File: config.mk
export PLATFORM = sky130hd
export DESIGN_NAME = bfr_ctrl
export DESIGN_NICKNAME = d
export VERILOG_FILES = /design/src/hw/rtl/bfr_pkg.sv /design/src/hw/rtl/bfr_ctrl.sv
export SDC_FILE = /design/constraint.sdc
export NUM_CORES = 1
export LEC_CHECK = 0
export BUFFER_PORTS_ARGS = -buffer_cell sky130_fd_sc_hd__buf_2
export CAP_MARGIN = 20
export CORE_AREA = 4 4 41 43
export CTS_BUF_LIST = sky130_fd_sc_hd__clkbuf_4
export DETAILED_ROUTE_END_ITERATION = 8
export DIE_AREA = 0 0 45 47
export PLACE_DENSITY_LB_ADDON = 0.08
export REMOVE_ABC_BUFFERS = 1
export SLEW_MARGIN = 20
export SYNTH_ARGS = -nofsm -noshare
export SYNTH_HDL_FRONTEND = slang
export SYNTH_SLANG_ARGS = --single-unit
File: constraint.sdc
create_clock -name clk -period 1.15 [get_ports clk]
set_input_delay 0.23 -clock clk [delete_from_list [all_inputs] [get_ports clk]]
set_output_delay 0.23 -clock clk [all_outputs]
set_load 0.05 [all_outputs]
File: src/hw/rtl/bfr_pkg.sv
package bfr_pkg;

    // Screen and font geometry
    localparam int SCREEN_W    = 240;
    localparam int SCREEN_H    = 160;
    localparam int FIRST_CODE  = 32;
    localparam int GLYPH_COUNT = 96;

    localparam int GLYPH_ROWS  = 8;
    localparam int GLYPH_COLS  = 8;
    localparam int GLYPH_PIX   = GLYPH_ROWS * GLYPH_COLS;
    localparam int GRAM_DEPTH  = GLYPH_COUNT * GLYPH_ROWS;
    localparam int GRAM_AW     = $clog2(GRAM_DEPTH);

    // Operation codes of the input word
    localparam logic [1:0] OP_START = 2'd0;
    localparam logic [1:0] OP_CHAR  = 2'd1;
    localparam logic [1:0] OP_FONT  = 2'd2;
    localparam logic [1:0] OP_SKIP  = 2'd3;

    // Status codes of a result word
    localparam logic [1:0] ST_FINE   = 2'd0;
    localparam logic [1:0] ST_BOTTOM = 2'd1;
    localparam logic [1:0] ST_ESCAPE = 2'd2;

    // Input word: one operation with all its fields
    typedef struct packed {
        logic [1:0]  op;
        logic [7:0]  char_code;
        logic [7:0]  start_x;
        logic [7:0]  start_y;
        logic [15:0] start_color;
        logic [6:0]  glyph_index;
        logic [2:0]  glyph_row;
        logic [7:0]  glyph_bits;
    } in_word_t;

    // Output word: one pixel write or one status word
    typedef struct packed {
        logic        write_enable;
        logic [15:0] pixel_addr;
        logic [15:0] pixel_color;
        logic [1:0]  status;
        logic        last;
    } out_word_t;

    // What the decoded input word asks of the controller
    typedef enum logic [1:0] {
        OUTCOME_NONE,
        OUTCOME_RESP,
        OUTCOME_DRAW
    } outcome_t;

    // Controller to datapath
    typedef struct packed {
        logic capture;
        logic decode;
        logic load;
        logic emit;
        logic resp;
    } ctrl_cmd_t;

    // Datapath to controller
    typedef struct packed {
        outcome_t outcome;
        logic     load_done;
        logic     emit_last;
        logic     slot_free;
    } dp_status_t;

endpackage

File: src/hw/rtl/bfr_ctrl.sv
module bfr_ctrl (
    input  logic                clk,
    input  logic                rst_n,
    input  logic                in_valid,
    output logic                in_ready,
    input  bfr_pkg::dp_status_t status,
    output bfr_pkg::ctrl_cmd_t  cmd
);
    import bfr_pkg::*;

    typedef enum logic [2:0] {
        S_IDLE,
        S_DECODE,
        S_RESP,
        S_LOAD,
        S_EMIT
    } state_t;

    state_t state_reg;
    logic   in_ready_reg;

    // Sequence one word: decode, then a status word, a glyph draw, or nothing
    always_ff @(posedge clk or negedge rst_n)
    begin
        if (!rst_n)
        begin
            state_reg    <= S_IDLE;
            in_ready_reg <= 1'b1;
        end
        else
        begin
            unique case (state_reg)
                S_IDLE:
                begin
                    if (in_valid && in_ready_reg)
                    begin
                        state_reg    <= S_DECODE;
                        in_ready_reg <= 1'b0;
                    end
                end
                S_DECODE:
                begin
                    unique case (status.outcome)
                        OUTCOME_RESP: state_reg <= S_RESP;
                        OUTCOME_DRAW: state_reg <= S_LOAD;
                        default:
                        begin
                            state_reg    <= S_IDLE;
                            in_ready_reg <= 1'b1;
                        end
                    endcase
                end
                S_RESP:
                begin
                    if (status.slot_free)
                    begin
                        state_reg    <= S_IDLE;
                        in_ready_reg <= 1'b1;
                    end
                end
                S_LOAD:
                begin
                    if (status.load_done)
                    begin
                        state_reg <= S_EMIT;
                    end
                end
                S_EMIT:
                begin
                    if (status.slot_free && status.emit_last)
                    begin
                        state_reg    <= S_IDLE;
                        in_ready_reg <= 1'b1;
                    end
                end
                default:
                begin
                    state_reg    <= S_IDLE;
                    in_ready_reg <= 1'b1;
                end
            endcase
        end
    end

    // Drive datapath commands
    assign cmd.capture = in_valid && in_ready_reg;
    assign cmd.decode  = (state_reg == S_DECODE);
    assign cmd.load    = (state_reg == S_LOAD);
    assign cmd.resp    = (state_reg == S_RESP) && status.slot_free;
    assign cmd.emit    = (state_reg == S_EMIT) && status.slot_free;

    assign in_ready = in_ready_reg;

endmodule

-- Yosys cells after proc, flatten, opt, wreduce, memory -nomap -nowiden
Cells that the tools add are included.
- eq/ne operators: 11
- multiplexer cells: 11
- bitwise logic cells: 1
- reductions and logical operators: 8
- operators by type and width (cell ; number):
    one-hot mux 3 bit (5 select lines) ; 1
    two-way mux 3 bit ; 4
    != test 2 bit (second input constant) ; 5
    == test 3 x 2 -> 1 bit (second input constant) ; 2
    one-hot mux 1 bit (5 select lines) ; 1
    AND reduction 5 bit ; 1
    logical AND 1 bit ; 4
    two-way mux 1 bit ; 4
    one-hot mux 2 bit (2 select lines) ; 1
    AND reduction 4 bit ; 1
    == test 3 x 1 -> 1 bit (second input constant) ; 1
    == test 3 bit (second input constant) ; 1
    zero test 3 bit ; 1
    == test 2 x 1 -> 1 bit (second input constant) ; 1
    == test 2 bit (second input constant) ; 1
    OR reduction 2 bit ; 1
    NOT 1 bit ; 1
- bits in registers: 4
- bits of input ports: 8
- output and inout bits: 6
- logic and storage cells: 33

-- Depth between registers and ports, before layout
Gate-level depths: netlist (run 1).
- depth in word-level cells: 4
- mapped depth: 5
- gate-level depth less buffers: 5

-- Worst setup path before layout (run 1)
OpenSTA, ideal clock, no wires.
- path type: register to output
- start: reg state_reg[0]
- end: out cmd[0] (netlist name)
- arrival: 1804 ps
- required time: 920 ps
- slack: -884 ps
- stages on the path, launching flop included: 4
- path buffers: 1
- cells stage by stage: dfrtp_1 buf_6 nand2b_4 nor3b_1
- RTL lines (element ; RTL line ; source):
    from (decl) ; bfr_ctrl.sv:19 ; state_t state_reg;
    from (signal assigned) ; bfr_ctrl.sv:27 ; state_reg <= S_IDLE;
    from (signal assigned) ; bfr_ctrl.sv:37 ; state_reg <= S_DECODE;
    from (signal assigned) ; bfr_ctrl.sv:44 ; OUTCOME_RESP: state_reg <= S_RESP;
    to (decl) ; bfr_ctrl.sv:7 ; output bfr_pkg::ctrl_cmd_t cmd

==> out/results.ini, run 1 <==
[cells_and_area]
areaGrowthSynthToFinish_pct = 89.2
share_of_post_route_cells_with_drive_strength_above_1_pct = 69.5
layoutNonFillerInstCount = 74
diodes = 0
final_core_util_pct = 45.7
largest_register_ff_count = 3
finish.net_count = 69

[critical_path]
setup.worst_path.class = reg2out
startpoint_type = register
path_buf_inv = 1
timing.critical_path.required_ns = 0.92
critical-path-slowest-cell = sky130_fd_sc_hd__dfrtp_1
timing.critical_path.slowest_cell_delay_ns = 0.39
crit_path_start = state_reg[0]
cp_cell_sequence = nand2b_4 > nor3b_2 > buf_6
timing.critical_path.arrival_ns = 1.15
cpLargestDelayFamily = flip-flops
rr_startpoint = state_reg[0]
worst-path-max-fanout = 3
setup.worst_path.end_class = primary output

[floorplan]
die_area_um2 = 2120
initial_core_util_pct = 24.1
die_height_um = 47
core_um2 = 1300
floorplan.io_pins = 14
rows = 13
die_w_um = 45

[timing]
final.period_utilization_pct = 120
final_setup_violation_count = 7
clock-skew-final_ns = 0.00662
timing.slew.headroom_pct = 87.4
hold_violations = 0
tightestPinTransition_ns = 0.187
slew_viol_final = 0
post-route-min-period_ns = 1.38
hold-worst-slack_ns = 0.239
fmax_ghz = 0.723
grt_setup_unrepaired = yes
timing.final.ws_setup_ns = -0.233

[route]
route.detailed.wl_per_inst_um = 11.8
avgViaCountPerCell = 4.54
dr.pass1.iters = 2
drc = 0
drt-initial-drc-count = 3
finalWirelength_um = 872
via_count = 336
final_antenna_net_count = 0

[power]
ir_drop_mv = 1.02
leakage_nw = 0.300
powerDensity_nw_per_um2 = 2780

[synth]
syn-instance-count = 32
synth_area_um2 = 314
synth-edff-count = 0
synth-seq-cells = 4
synth.largest_area_cell = sky130_fd_sc_hd__dfrtp_1
postSynthAreaPerCell_um2 = 9.81
post-synth-top-area-fraction_pct = 23.9
synth_cell_type_count = 21
synth.top_cells.by_count = sky130_fd_sc_hd__dfrtp_1, sky130_fd_sc_hd__inv_1, sky130_fd_sc_hd__nor3b_1
seq_area_frac_synth_pct = 32.3
syn_warnings = 0
yosys_most_used_dff = sky130_fd_sc_hd__dfrtp_1
asyncSetResetFlopFracSynth_pct = 100
synthTopCellsByArea = sky130_fd_sc_hd__dfrtp_1, sky130_fd_sc_hd__dfstp_2, sky130_fd_sc_hd__buf_6

[placement]
dp_hpwl_um = 652
place_inst = 64
globalplace.congestion = 0.713
port-buffer-count = 13

[outcome]
failing_checks = setup timing
outcome = finished with violations

[cts]
insertion_delay_ns = 0.24
cts-root-to-sink-buffers = 2
tritoncts = built
worst_setup_hold_path_clk_slew_ns = 0.04
h-tree-depth = 1
clockRootBuffer = sky130_fd_sc_hd__clkbuf_4
cts-buffers-inserted = 3
cts.sinks = 4

[min_path]
hp-class = in2reg
hold_path_startpoint = status[2]

[run]
drv.max_cap_violation_count = 0

[global_routing]
grt_first_pass_wirelength_um = 1390
grt_pass1_vias = 352
initial_antenna_violation_count = 0
grt_start_max_net_pins = 9
grtUsageTotal_pct = 9.44
grt_remaining_overflow = 0

[layout by cell type, fill, tap and decap left out]
| cell | instances |
|---|---|
| sky130_fd_sc_hd__buf_4 | 9 |
| sky130_fd_sc_hd__buf_2 | 7 |
| sky130_fd_sc_hd__buf_6 | 6 |
| sky130_fd_sc_hd__clkbuf_4 | 4 |
| sky130_fd_sc_hd__inv_1 | 3 |
| sky130_fd_sc_hd__buf_8 | 3 |
| sky130_fd_sc_hd__nand2b_4 | 2 |
| sky130_fd_sc_hd__nor3b_2 | 2 |
| sky130_fd_sc_hd__o21ai_0 | 2 |
| sky130_fd_sc_hd__o211a_1 | 2 |
| sky130_fd_sc_hd__a21oi_1 | 2 |
| sky130_fd_sc_hd__dfrtp_2 | 2 |
| sky130_fd_sc_hd__nor3b_1 | 1 |
| sky130_fd_sc_hd__and3b_2 | 1 |
| sky130_fd_sc_hd__and2_4 | 1 |
| sky130_fd_sc_hd__a211o_1 | 1 |
| sky130_fd_sc_hd__nor2_1 | 1 |
| sky130_fd_sc_hd__a41oi_2 | 1 |
| sky130_fd_sc_hd__nand2b_1 | 1 |
| sky130_fd_sc_hd__a221oi_2 | 1 |
| sky130_fd_sc_hd__nand2_1 | 1 |
| sky130_fd_sc_hd__a32o_1 | 1 |
| sky130_fd_sc_hd__nor3_2 | 1 |
| sky130_fd_sc_hd__ha_1 | 1 |
| sky130_fd_sc_hd__dlygate4sd3_1 | 1 |
| sky130_fd_sc_hd__dfstp_2 | 1 |
| sky130_fd_sc_hd__dfrtp_1 | 1 |
[routing by layer]
layer / wire length, um / up-vias / GRT usage, % / share of wire [%]
met5: 0 / - / 0 / 0
met4: 14 / 0 / 7.02 / 1.6
met3: 67 / 2 / 3.07 / 7.7
met2: 442 / 11 / 15.5 / 51
met1: 346 / 151 / 10.1 / 40
li1: - / 172 / - / -
[metrics by stage]
step                      setup slack (ns)  power, mW  cell area, um2  TNS (ns)
after floorplan                     -0.854      0.823             287     -3.20
after global placement             -0.0662       1.09             423    -0.220
after detailed placement           -0.0643       1.10             423    -0.276
after CTS                           -0.246       1.59             558     -1.20
after global routing                -0.301       1.75             594     -1.46
final                               -0.233       1.65             594     -1.12
[report_power, final]
part / internal (mW) / switching, mW / leakage, nW / total, mW
combinational: 0.581 / 0.556 / 0.235 / 1.14
sequential: 0.222 / 0.0812 / 0.0463 / 0.303
clock: 0.154 / 0.0591 / 0.0184 / 0.213
[layout make-up]
class	instances	area [um2]
Tap cell	15	18.8
Clock buffer	4	30.0
Fill cell	150	707
Multi-Input combinational cell	22	205
Sequential cell	4	104
Inverter	3	11.3
Timing Repair Buffer	26	225
[cells by family (layout without fill, tap and decap cells)]
kind of cell,after synthesis,count (layout),share of synthesized area [%]
compound gates,10,10,26.7
fa+ha+maj,1,1,3.98
buf+inv,6,33,12.3
flops,4,4,32.3
simple gates,11,11,24.7
[worst register-to-register path, stage by stage (launching register included)]
cell,delay [ns]
sky130_fd_sc_hd__dfrtp_1,0.39
sky130_fd_sc_hd__nand2b_4,0.16
sky130_fd_sc_hd__buf_4,0.13
sky130_fd_sc_hd__buf_4,0.12
sky130_fd_sc_hd__buf_4,0.12
sky130_fd_sc_hd__a41oi_2,0.16
[path summary, 6_finish.rpt]
path	end	slack (ns)	depth (start not counted)
setup / recovery	cmd[0]	-0.23	3
hold / removal	state_reg[2]	0.24	2
setup reg to reg	in_ready	-0.01	5
hold reg to reg	state_reg[0]	0.62	2
max in group asynchronous	in_ready	0.62	2
min in group asynchronous	state_reg[0]	0.32	2
[what timing repair did]
action	4_1_cts	5_1_grt
resized for setup	21	5
pin swaps	2	1
hold buffers	1	0
setup endpoints to repair	6	9
buffers inserted	3	2
hold endpoints to repair	4	0
(Power assumes the default switching activity.)
==> inputs of run 2 (changes only) <==
- CELL_PAD_IN_SITES_DETAIL_PLACEMENT: not set -> 0
- CELL_PAD_IN_SITES_GLOBAL_PLACEMENT: not set -> 1
==> out/results.ini, run 2 (synthesis gave the netlist of run 1 again) <==
[power]
leakage_nw = 0.301  ; was 0.300 nW
powerDensity_nw_per_um2 = 2870  ; was 2780 nW/um2
intPower_mw = 0.992  ; was 0.957 mW
switching_power_mw = 0.732  ; was 0.697 mW
p_seq_share_pct = 17.9  ; was 18.3%
combinational_group_share_of_total_power_pct = 69.4  ; was 68.8%
clock_power_share_pct = 12.6  ; was 12.9%
switching_power_as_a_share_of_total_power_pct = 42.5  ; was 42.1%
ir_drop_mv = 1.07  ; was 1.02 mV

[cells_and_area]
areaGrowthSynthToFinish_pct = 91.2  ; was 89.2%
layout_common_cells = sky130_fd_sc_hd__buf_4, sky130_fd_sc_hd__buf_2, sky130_fd_sc_hd__buf_6  ; unchanged
nFillCells = 137  ; was 150
share_of_post_route_cells_with_drive_strength_above_1_pct = 74.6  ; was 69.5%
layout.cells.most_common = sky130_fd_sc_hd__buf_4  ; unchanged
layoutNonFillerInstCount = 74  ; unchanged
finish.net_count = 69  ; unchanged
largest_register_ff_count = 3  ; unchanged
diodes = 0  ; unchanged
final_core_util_pct = 46.2  ; was 45.7%

[outcome]
outcome = finished with violations  ; unchanged
failing_checks = setup timing  ; unchanged

[cts]
cts-root-to-sink-buffers = 2  ; unchanged
clockRootBuffer = sky130_fd_sc_hd__clkbuf_4  ; unchanged
tritoncts = built  ; unchanged
insertion_delay_ns = 0.23  ; was 0.24 ns
h-tree-depth = 1  ; unchanged
worst_setup_hold_path_clk_slew_ns = 0.04  ; about the same
cts-buffers-inserted = 3  ; unchanged
cts.sinks = 4  ; unchanged

[critical_path]
startpoint_type = register  ; unchanged
worst-path-max-fanout = 3  ; unchanged
crit_path_start = state_reg[0]  ; unchanged
timing.critical_path.required_ns = 0.92  ; about the same
setup.worst_path.class = reg2out  ; unchanged
rr_startpoint = state_reg[0]  ; unchanged
setup.worst_path.end_class = primary output  ; unchanged
timing.critical_path.arrival_ns = 1.15  ; about the same

[timing]
slew_viol_final = 0  ; unchanged
grt_setup_unrepaired = yes  ; unchanged
post-route-min-period_ns = 1.38  ; about the same
timing.final.ws_setup_ns = -0.233  ; about the same
hold_violations = 0  ; unchanged
timing.slew.headroom_pct = 87.1  ; was 87.4%
clock-skew-final_ns = 0.00182  ; was 0.00662 ns
final.period_utilization_pct = 120  ; about the same
fmax_ghz = 0.723  ; about the same
tightestPinTransition_ns = 0.194  ; was 0.187 ns
final_setup_violation_count = 8  ; was 7

[placement]
place_inst = 62  ; was 64
port-buffer-count = 13  ; unchanged
globalplace.congestion = 0.751  ; was 0.713
dp_hpwl_um = 633  ; was 652 um

[route]
route.detailed.wl_per_inst_um = 12.4  ; was 11.8 um
finalWirelength_um = 916  ; was 872 um
final_antenna_net_count = 0  ; unchanged
via_count = 344  ; was 336
drc = 0  ; unchanged
dr.pass1.iters = 1  ; was 2
avgViaCountPerCell = 4.65  ; was 4.54
drt-initial-drc-count = 0  ; was 3

[global_routing]
grt_pass1_vias = 367  ; was 352
grtUsageTotal_pct = 9.91  ; was 9.44%
initial_antenna_violation_count = 0  ; unchanged
grt_first_pass_wirelength_um = 1480  ; was 1390 um
grt_start_max_net_pins = 8  ; was 9
grt_remaining_overflow = 0  ; unchanged

[min_path]
hold_path_startpoint = status[2]  ; unchanged
hp-class = in2reg  ; unchanged

[floorplan]
core_um2 = 1300  ; unchanged
die_height_um = 47  ; unchanged
initial_core_util_pct = 24.1  ; unchanged
floorplan.io_pins = 14  ; unchanged
die_area_um2 = 2120  ; unchanged
rows = 13  ; unchanged
die_w_um = 45  ; unchanged

[run]
drv.max_cap_violation_count = 0  ; unchanged

run 2: final timing paths:
path,end,slack (ns),cells after the start
setup / recovery,cmd[1],-0.23,3
hold reg to reg,state_reg[0],0.66,2
hold / removal,state_reg[2],0.23,2
setup reg to reg,state_reg[0],-0.10,5
max in group asynchronous,in_ready,0.62,2
min in group asynchronous,state_reg[2],0.32,2
run 2: worst max-delay path, stage by stage, from the launching register on:
cell and delay, ns:
sky130_fd_sc_hd__dfrtp_2 0.40, sky130_fd_sc_hd__nand2b_4 0.16, sky130_fd_sc_hd__nor3b_2 0.18, sky130_fd_sc_hd__buf_6 0.18
run 2: metal layers:
metal,vias up,track usage [%],part of all wire (%)
li1,172,-,-
met1,164,10.8,40
met2,8,17.2,54
met3,0,1.92,5.9
met4,0,7.02,0
met5,-,0,0
run 2: area by class of cell:
type | instances | area, um2 | share of cell area, %
well taps | 15 | 18.8 | 3.13
flip-flops and latches | 4 | 105 | 17.5
inverters | 3 | 11.3 | 1.88
repair buffers | 26 | 218 | 36.3
multi-input cells | 22 | 218 | 36.3
clock buffers | 4 | 30.0 | 5.00
run 2: power groups by stage:
stage	combinational, mW	clock (mW)	sequential, mW
finish	1.20	0.217	0.309
global route	1.27	0.233	0.324
CTS	1.11	0.228	0.307
detailed placement	0.764	0	0.316
global placement	0.766	0	0.310
floorplan	0.453	0	0.371
run 2: stage by stage:
stage	power [mW]	hold WS, ns	TNS [ns]	worst slack (ns)	cell area, um2
final	1.72	0.231	-1.18	-0.233	601
after global routing	1.83	0.255	-1.54	-0.275	601
after CTS	1.64	0.227	-1.28	-0.243	566
after detailed placement	1.08	0.0405	-0.531	-0.163	408
after global placement	1.08	0.0395	-0.442	-0.124	408
after floorplan	0.823	-0.0656	-3.20	-0.854	287
run 2: repair_timing:
item / 4_1_cts / 5_1_grt
gates resized for setup: 26 / 5
pin swaps: 3 / 3
endpoints found under the hold margin: 4 / 0
setup endpoints to repair: 7 / 10
hold buffers: 1 / 0
buffers inserted: 5 / 2
==> inputs of run 3 (changes only) <==
- TNS_END_PERCENT: not set -> 100
- clock period: 1.15 -> 1.22 ns (I/O delays scaled with it)
==> out/results.ini, run 3 (synthesis gave the netlist of run 1 again) <==
[cells_and_area]
finish.net_count = 69  ; unchanged
layout.cells.most_common = sky130_fd_sc_hd__buf_4  ; unchanged
areaGrowthSynthToFinish_pct = 82.9  ; was 91.2%
diodes = 0  ; unchanged
layout_common_cells = sky130_fd_sc_hd__buf_4, sky130_fd_sc_hd__buf_2, sky130_fd_sc_hd__clkbuf_4, sky130_fd_sc_hd__buf_6  ; was sky130_fd_sc_hd__buf_4, sky130_fd_sc_hd__buf_2, sky130_fd_sc_hd__buf_6
share_of_post_route_cells_with_drive_strength_above_1_pct = 69.5  ; was 74.6%
final_core_util_pct = 44.1  ; was 46.2%
largest_register_ff_count = 3  ; unchanged
nFillCells = 140  ; was 137

[route]
finalWirelength_um = 862  ; was 916 um
route.detailed.wl_per_inst_um = 11.6  ; was 12.4 um
drc = 0  ; unchanged
avgViaCountPerCell = 4.51  ; was 4.65
drt-initial-drc-count = 3  ; was 0
dr.pass1.iters = 2  ; was 1
final_antenna_net_count = 0  ; unchanged
via_count = 334  ; was 344

[power]
switching_power_as_a_share_of_total_power_pct = 42.3  ; was 42.5%
switching_power_mw = 0.648  ; was 0.732 mW
leakage_nw = 0.291  ; was 0.301 nW
intPower_mw = 0.884  ; was 0.992 mW
ir_drop_mv = 0.946  ; was 1.07 mV
p_seq_share_pct = 18.8  ; was 17.9%
powerDensity_nw_per_um2 = 2670  ; was 2870 nW/um2
combinational_group_share_of_total_power_pct = 68.1  ; was 69.4%
clock_power_share_pct = 13.1  ; was 12.6%

[timing]
fmax_ghz = 0.702
timing.final.ws_setup_ns = -0.205  ; was -0.233 ns
hold_violations = 0  ; unchanged
clock-skew-final_ns = 0.00923  ; was 0.00182 ns
post-route-min-period_ns = 1.42
final.period_utilization_pct = 117
tightestPinTransition_ns = 0.199  ; was 0.194 ns
slew_viol_final = 0  ; unchanged
grt_setup_unrepaired = yes  ; unchanged
timing.slew.headroom_pct = 86.6  ; was 87.1%
final_setup_violation_count = 6  ; was 8
hold-worst-slack_ns = 0.258  ; was 0.231 ns

[critical_path]
setup.worst_path.class = reg2out  ; unchanged
timing.critical_path.required_ns = 0.98  ; was 0.92 ns
critical-path-slowest-cell = sky130_fd_sc_hd__dfrtp_2  ; unchanged
worst-path-max-fanout = 4  ; was 3
timing.critical_path.slowest_cell_delay_ns = 0.41  ; was 0.40 ns
timing.critical_path.arrival_ns = 1.18  ; was 1.15 ns
startpoint_type = register  ; unchanged
setup.worst_path.end_class = primary output  ; unchanged
cp_cell_sequence = nand2b_4 > nor3b_4 > buf_6  ; was nand2b_4 > nor3b_2 > buf_6

[floorplan]
die_height_um = 47  ; unchanged
initial_core_util_pct = 24.1  ; unchanged
die_w_um = 45  ; unchanged
floorplan.io_pins = 14  ; unchanged
die_area_um2 = 2120  ; unchanged
core_um2 = 1300  ; unchanged
rows = 13  ; unchanged

[placement]
dp_worst_setup_slack_ns = -0.0926  ; was -0.163 ns
dp_hpwl_um = 639  ; was 633 um
globalplace.congestion = 0.749  ; was 0.751
port-buffer-count = 13  ; unchanged

[outcome]
outcome = finished with violations  ; unchanged
failing_checks = setup timing  ; unchanged

[global_routing]
grt_pass1_vias = 357  ; was 367
grt_first_pass_wirelength_um = 1440  ; was 1480 um
grt_remaining_overflow = 0  ; unchanged
grt_start_max_net_pins = 8  ; unchanged
grtUsageTotal_pct = 9.84  ; was 9.91%
initial_antenna_violation_count = 0  ; unchanged

[cts]
insertion_delay_ns = 0.24  ; was 0.23 ns
h-tree-depth = 1  ; unchanged
tritoncts = built  ; unchanged
cts.sinks = 4  ; unchanged
clockRootBuffer = sky130_fd_sc_hd__clkbuf_4  ; unchanged
cts-root-to-sink-buffers = 2  ; unchanged
worst_setup_hold_path_clk_slew_ns = 0.04  ; about the same
cts-buffers-inserted = 3  ; unchanged

[run]
drv.max_cap_violation_count = 0  ; unchanged

[min_path]
hp-class = in2reg  ; unchanged

run 3: cell type report:
cell class	count	area (um2)	area share (%)
repair buffers	26	208	36.2
multi-input cells	22	201	35.1
flip-flops and latches	4	105	18.3
clock buffers	4	30.0	5.23
well taps	15	18.8	3.27
inverters	3	11.3	1.96
run 3: timing repair:
action / CTS / global route
pin swaps: 1 / 0
setup endpoints to repair: 6 / 8
endpoints found under the hold margin: 4 / 0
gates resized for setup: 20 / 5
hold buffers: 1 / 0
setup buffers: 6 / 0
run 3: stage by stage:
stage	TNS [ns]	power, mW	instance area [um2]	instances
after floorplan	-2.83	0.776	287	29
after global placement	-0.172	1.03	415	63
after detailed placement	-0.235	1.03	415	63
after CTS	-0.844	1.49	558	74
after global routing	-1.11	1.64	574	74
final	-0.819	1.53	574	74
run 3: critical path, delay by kind of cell (launching register included):
kind	cells	cell delay [ns]
buffers and inverters	1	0.18
and+or+nand+nor	2	0.35
DFF	1	0.41
run 3: path summary, 6_finish.rpt:
path / cells past startpoint / to / slack [ns] / start
max in group asynchronous: 2 / in_ready / 0.68 / rst_n
setup / recovery: 3 / cmd[0] / -0.20 / state_reg[0]
hold / removal: 2 / state_reg[2] / 0.26 / status[2]
setup reg to reg: 4 / in_ready / 0.08 / in_ready
hold reg to reg: 3 / in_ready / 0.65 / in_ready
min in group asynchronous: 2 / state_reg[0] / 0.33 / rst_n
run 3: routing by layer:
layer | track usage [%] | vias to the layer above | part of all wire (%)
met5 | 0 | - | 0
met4 | 7.02 | 0 | 0
met3 | 3.45 | 0 | 6.8
met2 | 16.9 | 10 | 54
met1 | 9.91 | 153 | 39
li1 | - | 171 | -
run 3: power groups by stage:
stage	registers, mW	clock network [mW]	logic [mW]
2_1_floorplan	0.349	0	0.427
5_1_grt	0.301	0.227	1.12
3_3_place_gp	0.285	0	0.749
3_5_place_dp	0.285	0	0.746
4_1_cts	0.282	0.211	0.999
6_report	0.289	0.200	1.04
